$ cat config.mk
export PLATFORM = sky130hd
export DESIGN_NAME = framed_byte_receiver_checksum_flat
export DESIGN_NICKNAME = d
export VERILOG_FILES = /design/src/rtl/core/fbrc_pkg.sv /design/src/rtl/core/fbrc_req_if.sv /design/src/rtl/core/fbrc_rsp_if.sv /design/src/rtl/core/fbrc_csr_if.sv /design/src/rtl/core/framed_byte_receiver_checksum.sv /design/src/flat_wrapper.sv
export SDC_FILE = /design/constraint.sdc
export NUM_CORES = 1
export LEC_CHECK = 0
export BUFFER_PORTS_ARGS = -buffer_cell sky130_fd_sc_hd__buf_4
export CORE_MARGIN = 3
export CORE_UTILIZATION = 66
export CTS_BUF_LIST = sky130_fd_sc_hd__clkbuf_4 sky130_fd_sc_hd__clkbuf_8
export CTS_CLUSTER_DIAMETER = 80
export DETAILED_ROUTE_END_ITERATION = 7
export MAX_ROUTING_LAYER = met4
export PLACE_DENSITY = 0.88
export SYNTH_ARGS = -nofsm -noshare
export SYNTH_HDL_FRONTEND = slang
export SYNTH_SLANG_ARGS = --single-unit
$ cat constraint.sdc
create_clock -name clock -period 13.6 [get_ports clock]
set_clock_uncertainty 0.15 [all_clocks]
set_input_delay 2.72 -clock clock [delete_from_list [all_inputs] [get_ports clock]]
set_output_delay 2.72 -clock clock [all_outputs]
set_load 0.05 [all_outputs]
$ cat src/rtl/core/fbrc_pkg.sv
`timescale 1ns / 1ps
// ----------------------------------------------------------------------------
// fbrc_pkg
// Types and constants shared by the framed byte receiver and its channels.
// ----------------------------------------------------------------------------
package fbrc_pkg;

   localparam int unsigned BYTE_W     = 8;
   localparam int unsigned LEN_W      = 6;
   localparam int unsigned WORD_W     = 16;
   localparam int unsigned CSR_IDX_W  = 8;
   localparam int unsigned CAP_DEPTH  = 5;
   localparam int unsigned CAP_IDX_W  = 3;

   localparam logic [BYTE_W-1:0]    TAIL_BYTE   = 8'h55;
   localparam logic [LEN_W-1:0]     STD_PAYLOAD = 6'd5;
   localparam logic [CAP_IDX_W-1:0] CAP_LAST    = 3'd5;

   // Configuration register indexes.
   localparam logic [CSR_IDX_W-1:0] CSR_FIRST_HEADER  = 8'd0;
   localparam logic [CSR_IDX_W-1:0] CSR_SECOND_HEADER = 8'd1;

   typedef enum logic [2:0] {
      PH_HEAD1 = 3'd0,
      PH_HEAD2 = 3'd1,
      PH_LEN   = 3'd2,
      PH_DATA  = 3'd3,
      PH_CHK   = 3'd4,
      PH_TAIL  = 3'd5
   } phase_type;

endpackage

$ cat src/rtl/core/fbrc_req_if.sv
`timescale 1ns / 1ps
// ----------------------------------------------------------------------------
// fbrc_req_if
// Received byte channel: valid, ready and one byte.
// ----------------------------------------------------------------------------
interface fbrc_req_if;
   import fbrc_pkg::*;

   logic              valid;
   logic              ready;
   logic [BYTE_W-1:0] rx_byte;

   modport source (output valid, output rx_byte, input ready);
   modport sink   (input valid, input rx_byte, output ready);
endinterface

$ cat src/rtl/core/fbrc_rsp_if.sv
`timescale 1ns / 1ps
// ----------------------------------------------------------------------------
// fbrc_rsp_if
// Frame result channel: valid, ready and the frame report.
// ----------------------------------------------------------------------------
interface fbrc_rsp_if;
   import fbrc_pkg::*;

   logic              valid;
   logic              ready;
   logic [LEN_W-1:0]  frame_length;
   logic              format_ok;
   logic              checksum_ok;
   logic [WORD_W-1:0] target_x;
   logic [WORD_W-1:0] target_y;
   logic [BYTE_W-1:0] target_flag;

   modport source (output valid, output frame_length, output format_ok,
                   output checksum_ok, output target_x, output target_y,
                   output target_flag, input ready);
   modport sink   (input valid, input frame_length, input format_ok,
                   input checksum_ok, input target_x, input target_y,
                   input target_flag, output ready);
endinterface

$ cat src/rtl/core/fbrc_csr_if.sv
`timescale 1ns / 1ps
// ----------------------------------------------------------------------------
// fbrc_csr_if
// Configuration write channel: valid, ready, register index and data.
// ----------------------------------------------------------------------------
interface fbrc_csr_if;
   import fbrc_pkg::*;

   logic                 valid;
   logic                 ready;
   logic [CSR_IDX_W-1:0] index;
   logic [BYTE_W-1:0]    data;

   modport source (output valid, output index, output data, input ready);
   modport sink   (input valid, input index, input data, output ready);
endinterface

$ cat src/rtl/core/framed_byte_receiver_checksum.sv
`timescale 1ns / 1ps
// ----------------------------------------------------------------------------
// framed_byte_receiver_checksum
// Finds frames of header, header, length, payload, checksum and tail bytes
// in a byte stream and reports each completed frame.
// ----------------------------------------------------------------------------
// Usage:
//   req  carries one received byte per transaction.
//   rsp  carries one frame report per accepted tail byte; other bytes give
//        no transaction.
//   csr  writes the two header bytes (index 0 and 1); it is always ready and
//        should be used only while the receiver is idle.
// Timing:
//   Each byte is parsed in the cycle it is accepted; the report appears on
//   rsp in the cycle after the tail byte is accepted. One byte can be accepted
//   every cycle while no report waits on a stalled rsp, the rate being set by
//   the single parse stage and the rsp output register.
// Reset:
//   Synchronous reset returns the parser to waiting for the first header and
//   clears the headers, running sum and held x, y and flag values.
// Back-pressure:
//   While a report waits on rsp and rsp.ready is low, req.ready is low; a
//   report is never dropped or repeated.
// ----------------------------------------------------------------------------
module framed_byte_receiver_checksum #(
   parameter int unsigned LEN_LIMIT = 40
) (
   input logic        clock,
   input logic        reset,
   fbrc_req_if.sink   req,
   fbrc_rsp_if.source rsp,
   fbrc_csr_if.sink   csr
);
   import fbrc_pkg::*;

   localparam logic [BYTE_W:0] LenLimitW = (BYTE_W+1)'(LEN_LIMIT);

   phase_type             phase_ff, phase_in;
   logic [BYTE_W-1:0]     head1_ff, head2_ff;
   logic [LEN_W-1:0]      remaining_ff, remaining_in;
   logic [LEN_W-1:0]      frame_len_ff, frame_len_in;
   logic [CAP_IDX_W-1:0]  cap_idx_ff, cap_idx_in;
   logic [BYTE_W-1:0]     sum_ff, sum_in;
   logic [BYTE_W-1:0]     chk_ff, chk_in;
   logic [BYTE_W-1:0]     capture_ff [CAP_DEPTH];
   logic                  cap_wr;
   logic [WORD_W-1:0]     held_x_ff, held_x_in;
   logic [WORD_W-1:0]     held_y_ff, held_y_in;
   logic [BYTE_W-1:0]     held_flag_ff, held_flag_in;

   logic                  rsp_valid_ff, rsp_valid_in;
   logic [LEN_W-1:0]      rsp_len_ff;
   logic                  rsp_fmt_ff, rsp_sum_ff;
   logic [WORD_W-1:0]     rsp_x_ff, rsp_y_ff;
   logic [BYTE_W-1:0]     rsp_flag_ff;

   logic                  req_fire;
   logic [BYTE_W-1:0]     b;
   logic                  tail_hit, fmt_ok, sum_ok;

   assign b         = req.rx_byte;
   assign req.ready = !rsp_valid_ff || rsp.ready;
   assign req_fire  = req.valid && req.ready;
   assign csr.ready = 1'b1;

   assign tail_hit = (phase_ff == PH_TAIL) && (b == TAIL_BYTE);
   assign fmt_ok   = (frame_len_ff == STD_PAYLOAD);
   assign sum_ok   = fmt_ok && (sum_ff == chk_ff);

   // Next phase: any byte that does not fit the current phase drops back to
   // waiting for the first header without being looked at again.
   always_comb begin
      phase_in = PH_HEAD1;
      unique case (phase_ff)
         PH_HEAD1: if (b == head1_ff) phase_in = PH_HEAD2;
         PH_HEAD2: if (b == head2_ff) phase_in = PH_LEN;
         PH_LEN:   if ({1'b0, b} < LenLimitW) phase_in = PH_DATA;
         PH_DATA: begin
            if (remaining_ff == LEN_W'(1))      phase_in = PH_CHK;
            else if (remaining_ff != '0)        phase_in = PH_DATA;
         end
         PH_CHK:   phase_in = PH_TAIL;
         PH_TAIL:  phase_in = PH_HEAD1;
         default:  phase_in = PH_HEAD1;
      endcase
   end

   // Datapath updates for the accepted byte.
   always_comb begin
      remaining_in = remaining_ff;
      frame_len_in = frame_len_ff;
      cap_idx_in   = '0;
      sum_in       = sum_ff;
      chk_in       = chk_ff;
      cap_wr       = 1'b0;
      held_x_in    = held_x_ff;
      held_y_in    = held_y_ff;
      held_flag_in = held_flag_ff;
      unique case (phase_ff)
         PH_HEAD1: if (b == head1_ff) sum_in = b;
         PH_HEAD2: if (b == head2_ff) sum_in = sum_ff + b;
         PH_LEN: begin
            if ({1'b0, b} < LenLimitW) begin
               remaining_in = b[LEN_W-1:0];
               frame_len_in = b[LEN_W-1:0];
               sum_in       = sum_ff + b;
            end
         end
         PH_DATA: begin
            if (remaining_ff != '0) begin
               remaining_in = remaining_ff - LEN_W'(1);
               sum_in       = sum_ff + b;
               cap_wr       = (cap_idx_ff != CAP_LAST);
               // The index saturates once all captured bytes are in.
               cap_idx_in   = cap_wr ? cap_idx_ff + CAP_IDX_W'(1) : cap_idx_ff;
            end
         end
         PH_CHK: begin
            chk_in     = b;
            cap_idx_in = cap_idx_ff;
         end
         PH_TAIL: begin
            if (tail_hit && sum_ok) begin
               held_x_in    = {capture_ff[0], capture_ff[1]};
               held_y_in    = {capture_ff[2], capture_ff[3]};
               held_flag_in = capture_ff[4];
            end
         end
         default: ;
      endcase
   end

   always_comb begin
      rsp_valid_in = rsp_valid_ff && !rsp.ready;
      if (req_fire && tail_hit) rsp_valid_in = 1'b1;
   end

   always_ff @(posedge clock) begin
      if (reset) begin
         phase_ff     <= PH_HEAD1;
         head1_ff     <= '0;
         head2_ff     <= '0;
         remaining_ff <= '0;
         frame_len_ff <= '0;
         cap_idx_ff   <= '0;
         sum_ff       <= '0;
         chk_ff       <= '0;
         held_x_ff    <= '0;
         held_y_ff    <= '0;
         held_flag_ff <= '0;
         rsp_valid_ff <= 1'b0;
      end else begin
         rsp_valid_ff <= rsp_valid_in;
         if (csr.valid) begin
            if (csr.index == CSR_FIRST_HEADER)  head1_ff <= csr.data;
            if (csr.index == CSR_SECOND_HEADER) head2_ff <= csr.data;
         end
         if (req_fire) begin
            phase_ff     <= phase_in;
            remaining_ff <= remaining_in;
            frame_len_ff <= frame_len_in;
            cap_idx_ff   <= cap_idx_in;
            sum_ff       <= sum_in;
            chk_ff       <= chk_in;
            held_x_ff    <= held_x_in;
            held_y_ff    <= held_y_in;
            held_flag_ff <= held_flag_in;
         end
      end
   end

   // Capture store and report register hold payload only.
   always_ff @(posedge clock) begin
      if (req_fire && cap_wr) capture_ff[cap_idx_ff] <= b;
      if (req_fire && tail_hit) begin
         rsp_len_ff  <= frame_len_ff;
         rsp_fmt_ff  <= fmt_ok;
         rsp_sum_ff  <= sum_ok;
         rsp_x_ff    <= held_x_in;
         rsp_y_ff    <= held_y_in;
         rsp_flag_ff <= held_flag_in;
      end
   end

   assign rsp.valid        = rsp_valid_ff;
   assign rsp.frame_length = rsp_len_ff;
   assign rsp.format_ok    = rsp_fmt_ff;
   assign rsp.checksum_ok  = rsp_sum_ff;
   assign rsp.target_x     = rsp_x_ff;
   assign rsp.target_y     = rsp_y_ff;
   assign rsp.target_flag  = rsp_flag_ff;

   a_tail_reports: assert property (@(posedge clock) disable iff (reset)
      (req_fire && tail_hit) |=> rsp_valid_ff)
      else $error("accepted tail byte gave no report");

   a_tail_returns_idle: assert property (@(posedge clock) disable iff (reset)
      (req_fire && phase_ff == PH_TAIL) |=> (phase_ff == PH_HEAD1))
      else $error("parser did not return to idle after the tail phase");

   a_sum_needs_format: assert property (@(posedge clock) disable iff (reset)
      rsp_valid_ff |-> (!rsp_sum_ff || (rsp_fmt_ff && rsp_len_ff == STD_PAYLOAD)))
      else $error("checksum reported good on a frame of the wrong length");

   a_no_report_mid_frame: assert property (@(posedge clock) disable iff (reset)
      (req_fire && phase_ff != PH_TAIL && !rsp_valid_ff) |=> !rsp_valid_ff)
      else $error("report raised by a byte other than the tail");

endmodule
$ cat src/flat_wrapper.sv
// flat-port wrapper written by rule: the top's interface ports become plain ports
module framed_byte_receiver_checksum_flat import fbrc_pkg::*;
#(
   parameter int unsigned LEN_LIMIT = 40
)
  (clock, reset, req_valid, req_rx_byte, req_ready, rsp_valid, rsp_frame_length, rsp_format_ok, rsp_checksum_ok, rsp_target_x, rsp_target_y, rsp_target_flag, rsp_ready, csr_valid, csr_index, csr_data, csr_ready);
  fbrc_req_if req_i ();
  fbrc_rsp_if rsp_i ();
  fbrc_csr_if csr_i ();
  input logic clock;
  input logic reset;
  input wire logic [$bits(req_i.valid)-1:0] req_valid;
  input wire logic [$bits(req_i.rx_byte)-1:0] req_rx_byte;
  output wire logic [$bits(req_i.ready)-1:0] req_ready;
  output wire logic [$bits(rsp_i.valid)-1:0] rsp_valid;
  output wire logic [$bits(rsp_i.frame_length)-1:0] rsp_frame_length;
  output wire logic [$bits(rsp_i.format_ok)-1:0] rsp_format_ok;
  output wire logic [$bits(rsp_i.checksum_ok)-1:0] rsp_checksum_ok;
  output wire logic [$bits(rsp_i.target_x)-1:0] rsp_target_x;
  output wire logic [$bits(rsp_i.target_y)-1:0] rsp_target_y;
  output wire logic [$bits(rsp_i.target_flag)-1:0] rsp_target_flag;
  input wire logic [$bits(rsp_i.ready)-1:0] rsp_ready;
  input wire logic [$bits(csr_i.valid)-1:0] csr_valid;
  input wire logic [$bits(csr_i.index)-1:0] csr_index;
  input wire logic [$bits(csr_i.data)-1:0] csr_data;
  output wire logic [$bits(csr_i.ready)-1:0] csr_ready;
  assign req_i.valid = req_valid;
  assign req_i.rx_byte = req_rx_byte;
  assign req_ready = req_i.ready;
  assign rsp_valid = rsp_i.valid;
  assign rsp_frame_length = rsp_i.frame_length;
  assign rsp_format_ok = rsp_i.format_ok;
  assign rsp_checksum_ok = rsp_i.checksum_ok;
  assign rsp_target_x = rsp_i.target_x;
  assign rsp_target_y = rsp_i.target_y;
  assign rsp_target_flag = rsp_i.target_flag;
  assign rsp_i.ready = rsp_ready;
  assign csr_i.valid = csr_valid;
  assign csr_i.index = csr_index;
  assign csr_i.data = csr_data;
  assign csr_ready = csr_i.ready;
  framed_byte_receiver_checksum #(.LEN_LIMIT(LEN_LIMIT)) u_core (.clock(clock), .reset(reset), .req(req_i), .rsp(rsp_i), .csr(csr_i));
endmodule
==> impl_metrics.ini <==
[synthesis]
netlist.top_cell.by_area = edfxtp_1
synthCells = 677
synth.most_common_cell = dfxtp_1
ys.flop_type = dfxtp_1
synthDistinctLibCells = 60
synth_top_area_frac = 0.338
synth_enable_flop_cells = 88
synth.area.top_cells = edfxtp_1 34%, dfxtp_1 23%, mux2_2 5.9%, a21oi_2 4.5%, nand2_1 4.0%
syn_area_sq_mm = 0.00783
syn-mean-instance-area_sq_um = 11.6
ys_seq_area_frac = 0.570
synth_nets = 718
async_flop_share = 0
yosys_warnings = 0
synth-seq-cells = 179
synth_common_cells = 91 x dfxtp_1, 88 x edfxtp_1, 83 x nand2_1

[timing]
fin_crit_sh = 0.449
fmax_mhz = 164
fin_setup_tns_ps = 0
setup-violations-final = 0
drv_slew = 0
slew_headroom = 0.240
hold_viol = 0
grt_setup_unrepaired = no
finalHoldWorstSlack_ps = 311
finalCriticalPeriod_ps = 6110
worst_pin_slew_ps = 1140

[clock_tree]
cts.sinks = 179
clockBufferDepth = 2
post_cts_resized = 0
cts_buffers = 17
clkTransAtPathRegs_ps = 90
post_cts_buffers = 0
hold_buffers = 0
cts_tree = done
worstSkewPairLatency_ps = 460
cts.htree.levels = 4
clock-root-buffer = clkbuf_8

[hold_path]
min_path_type = reg -> reg
worstHoldPathCells = 2
holdCritStartpoint = u_core.held_y_ff[0]
min_to = u_core.held_y_ff[0]

[global_route]
grt_max_degree = 73
grt_pass1_vias = 5382
grt_pass1_wl_microns = 26300
overflow = 0
grt.total_usage = 0.266
antenna_found_initial = 0

[floorplan]
initial_utilization = 0.680
io_pins = 80
dieArea_sq_mm = 0.0132
chipWidth_microns = 115
num_rows = 39
coreArea_sq_mm = 0.0115
chipHeight_microns = 115

[worst_setup_path]
r2r_slack_ps = 10560
timing.rr.start = u_core.phase_ff[2]
r2r-end = u_core.capture_ff[0][1]
crit_type = in -> out
arrival_ps = 3240
start_kind = input pin
reg2reg_depth = 5
cp_max_fo = 5
crit_path_end_kind = primary output
worstPathRequired_ps = 10730

[cells_and_area]
nFillCells = 730
antenna_cells = 0
seq_area_sq_mm = 0.00446
area_growth_pct = 13.1
nets = 784
multi_input_area_sq_mm = 0.00306
drive_above_1_share = 0.321

[routing]
totalWireLength_microns = 16400
first_pass_iters = 5
drt_iter0_markers = 372
route.detailed.drc = 0
vias_per_cell = 5.92
ant_nets = 0
num_vias = 5324
wl_per_cell_microns = 18.2

[place]
port_buffers = 78
globalplace.congestion = 0.900
dp_hpwl_microns = 10500

[power_and_ir_drop]
vdd_ir_drop_max_mv = 0.0853
power_density_mw_per_mm2 = 112
power.leakage_nw = 3.47
finalPower_w = 0.000990

[run]
drv_cap = 0

[status]
status = finished clean
## cells in the final DEF, fill, tap and decap left out, types with 3 or more instances in the layout
master,n
dfxtp_1,91
buf_4,88
edfxtp_1,88
nand2_1,83
nor2_1,50
mux2_2,41
a21oi_2,40
nand2_2,30
mux2i_1,29
o21ai_0,21
xor2_1,20
a21oi_1,19
clkbuf_8,17
inv_1,15
nor4_1,12
ha_1,11
xnor2_1,7
a211oi_1,7
nor3_1,6
clkinvlp_4,6
nand2b_1,5
a22oi_1,5
nor2b_1,4
nand4_1,4
nand3_1,4
bufinv_16,4
a21o_1,3
## state kept, by name, indices dropped and copies added (netlist names)
signal and count:
u_core.phase_ff 3, u_core.rsp.checksum_ok 1, u_core.cap_idx_ff 3, u_core.held_flag_ff 8, u_core.chk_ff 8, u_core.rsp.valid 1
u_core.rsp.format_ok 1, u_core.frame_len_ff 6, u_core.rsp.target_flag 8, u_core.rsp.target_x 16, u_core.held_y_ff 16, u_core.rsp.frame_length 6
u_core.sum_ff 8, u_core.remaining_ff 6, u_core.rsp.target_y 16, u_core.head1_ff 8, u_core.held_x_ff 16, u_core.head2_ff 8
u_core.capture_ff 40
## critical path: stages
cell	delay (ps)
buf_4	110
nand2b_1	190
buf_4	220
## cell families after synthesis
group,count (synthesis),share of synthesized area
and+or+nand+nor,218,0.137
DFF,179,0.570
AOI/OAI and AO/OA,113,0.104
muxes,71,0.0975
buffers and inverters,56,0.0404
xor gates and xnor gates,27,0.0302
adders and majority gates,12,0.0201
other,1,0.000479
## how the worst max path moves through the flow
stage,startpoint,to
floorplan,req_rx_byte[5],u_core.rsp.checksum_ok
global placement,rsp_ready,req_ready
detailed placement,rsp_ready,req_ready
CTS,rsp_ready,req_ready
global route,rsp_ready,req_ready
finish,rsp_ready,req_ready
## report_power, final
| group | switching, W | internal, W | leakage [nW] |
|---|---|---|---|
| combinational | 0.0000259 | 0.0000142 | 1.62 |
| sequential | 0.00000125 | 0.000562 | 1.65 |
| clock | 0.000185 | 0.000200 | 0.198 |
## area by class of cell
cell class,instances,area share
clock inverter,14,0.0212
clock buffer,18,0.0273
inverter,15,0.00636
sequential,179,0.504
multi-input combinational,442,0.346
timing repair buffer,88,0.0747
tap,143,0.0202
## routing by layer
layer,vias to the layer above,part of all wire,track usage
li1,2514,-,-
met1,2584,0.41,0.317
met2,186,0.50,0.436
met3,40,0.054,0.0568
met4,0,0.032,0.120
met5,-,0,-
## through the flow
step / setup WS, ps / cells / utilization / area (sq um)
3_3_place_gp: 7500 / 867 / 0.731 / 8420
5_1_grt: 7480 / 899 / 0.768 / 8850
2_1_floorplan: 4580 / 677 / - / 7830
6_report: 7490 / 899 / 0.768 / 8850
4_1_cts: 7490 / 899 / 0.768 / 8850
3_5_place_dp: 7490 / 867 / 0.731 / 8420
No activity file was read; power rests on OpenSTA's default activity.
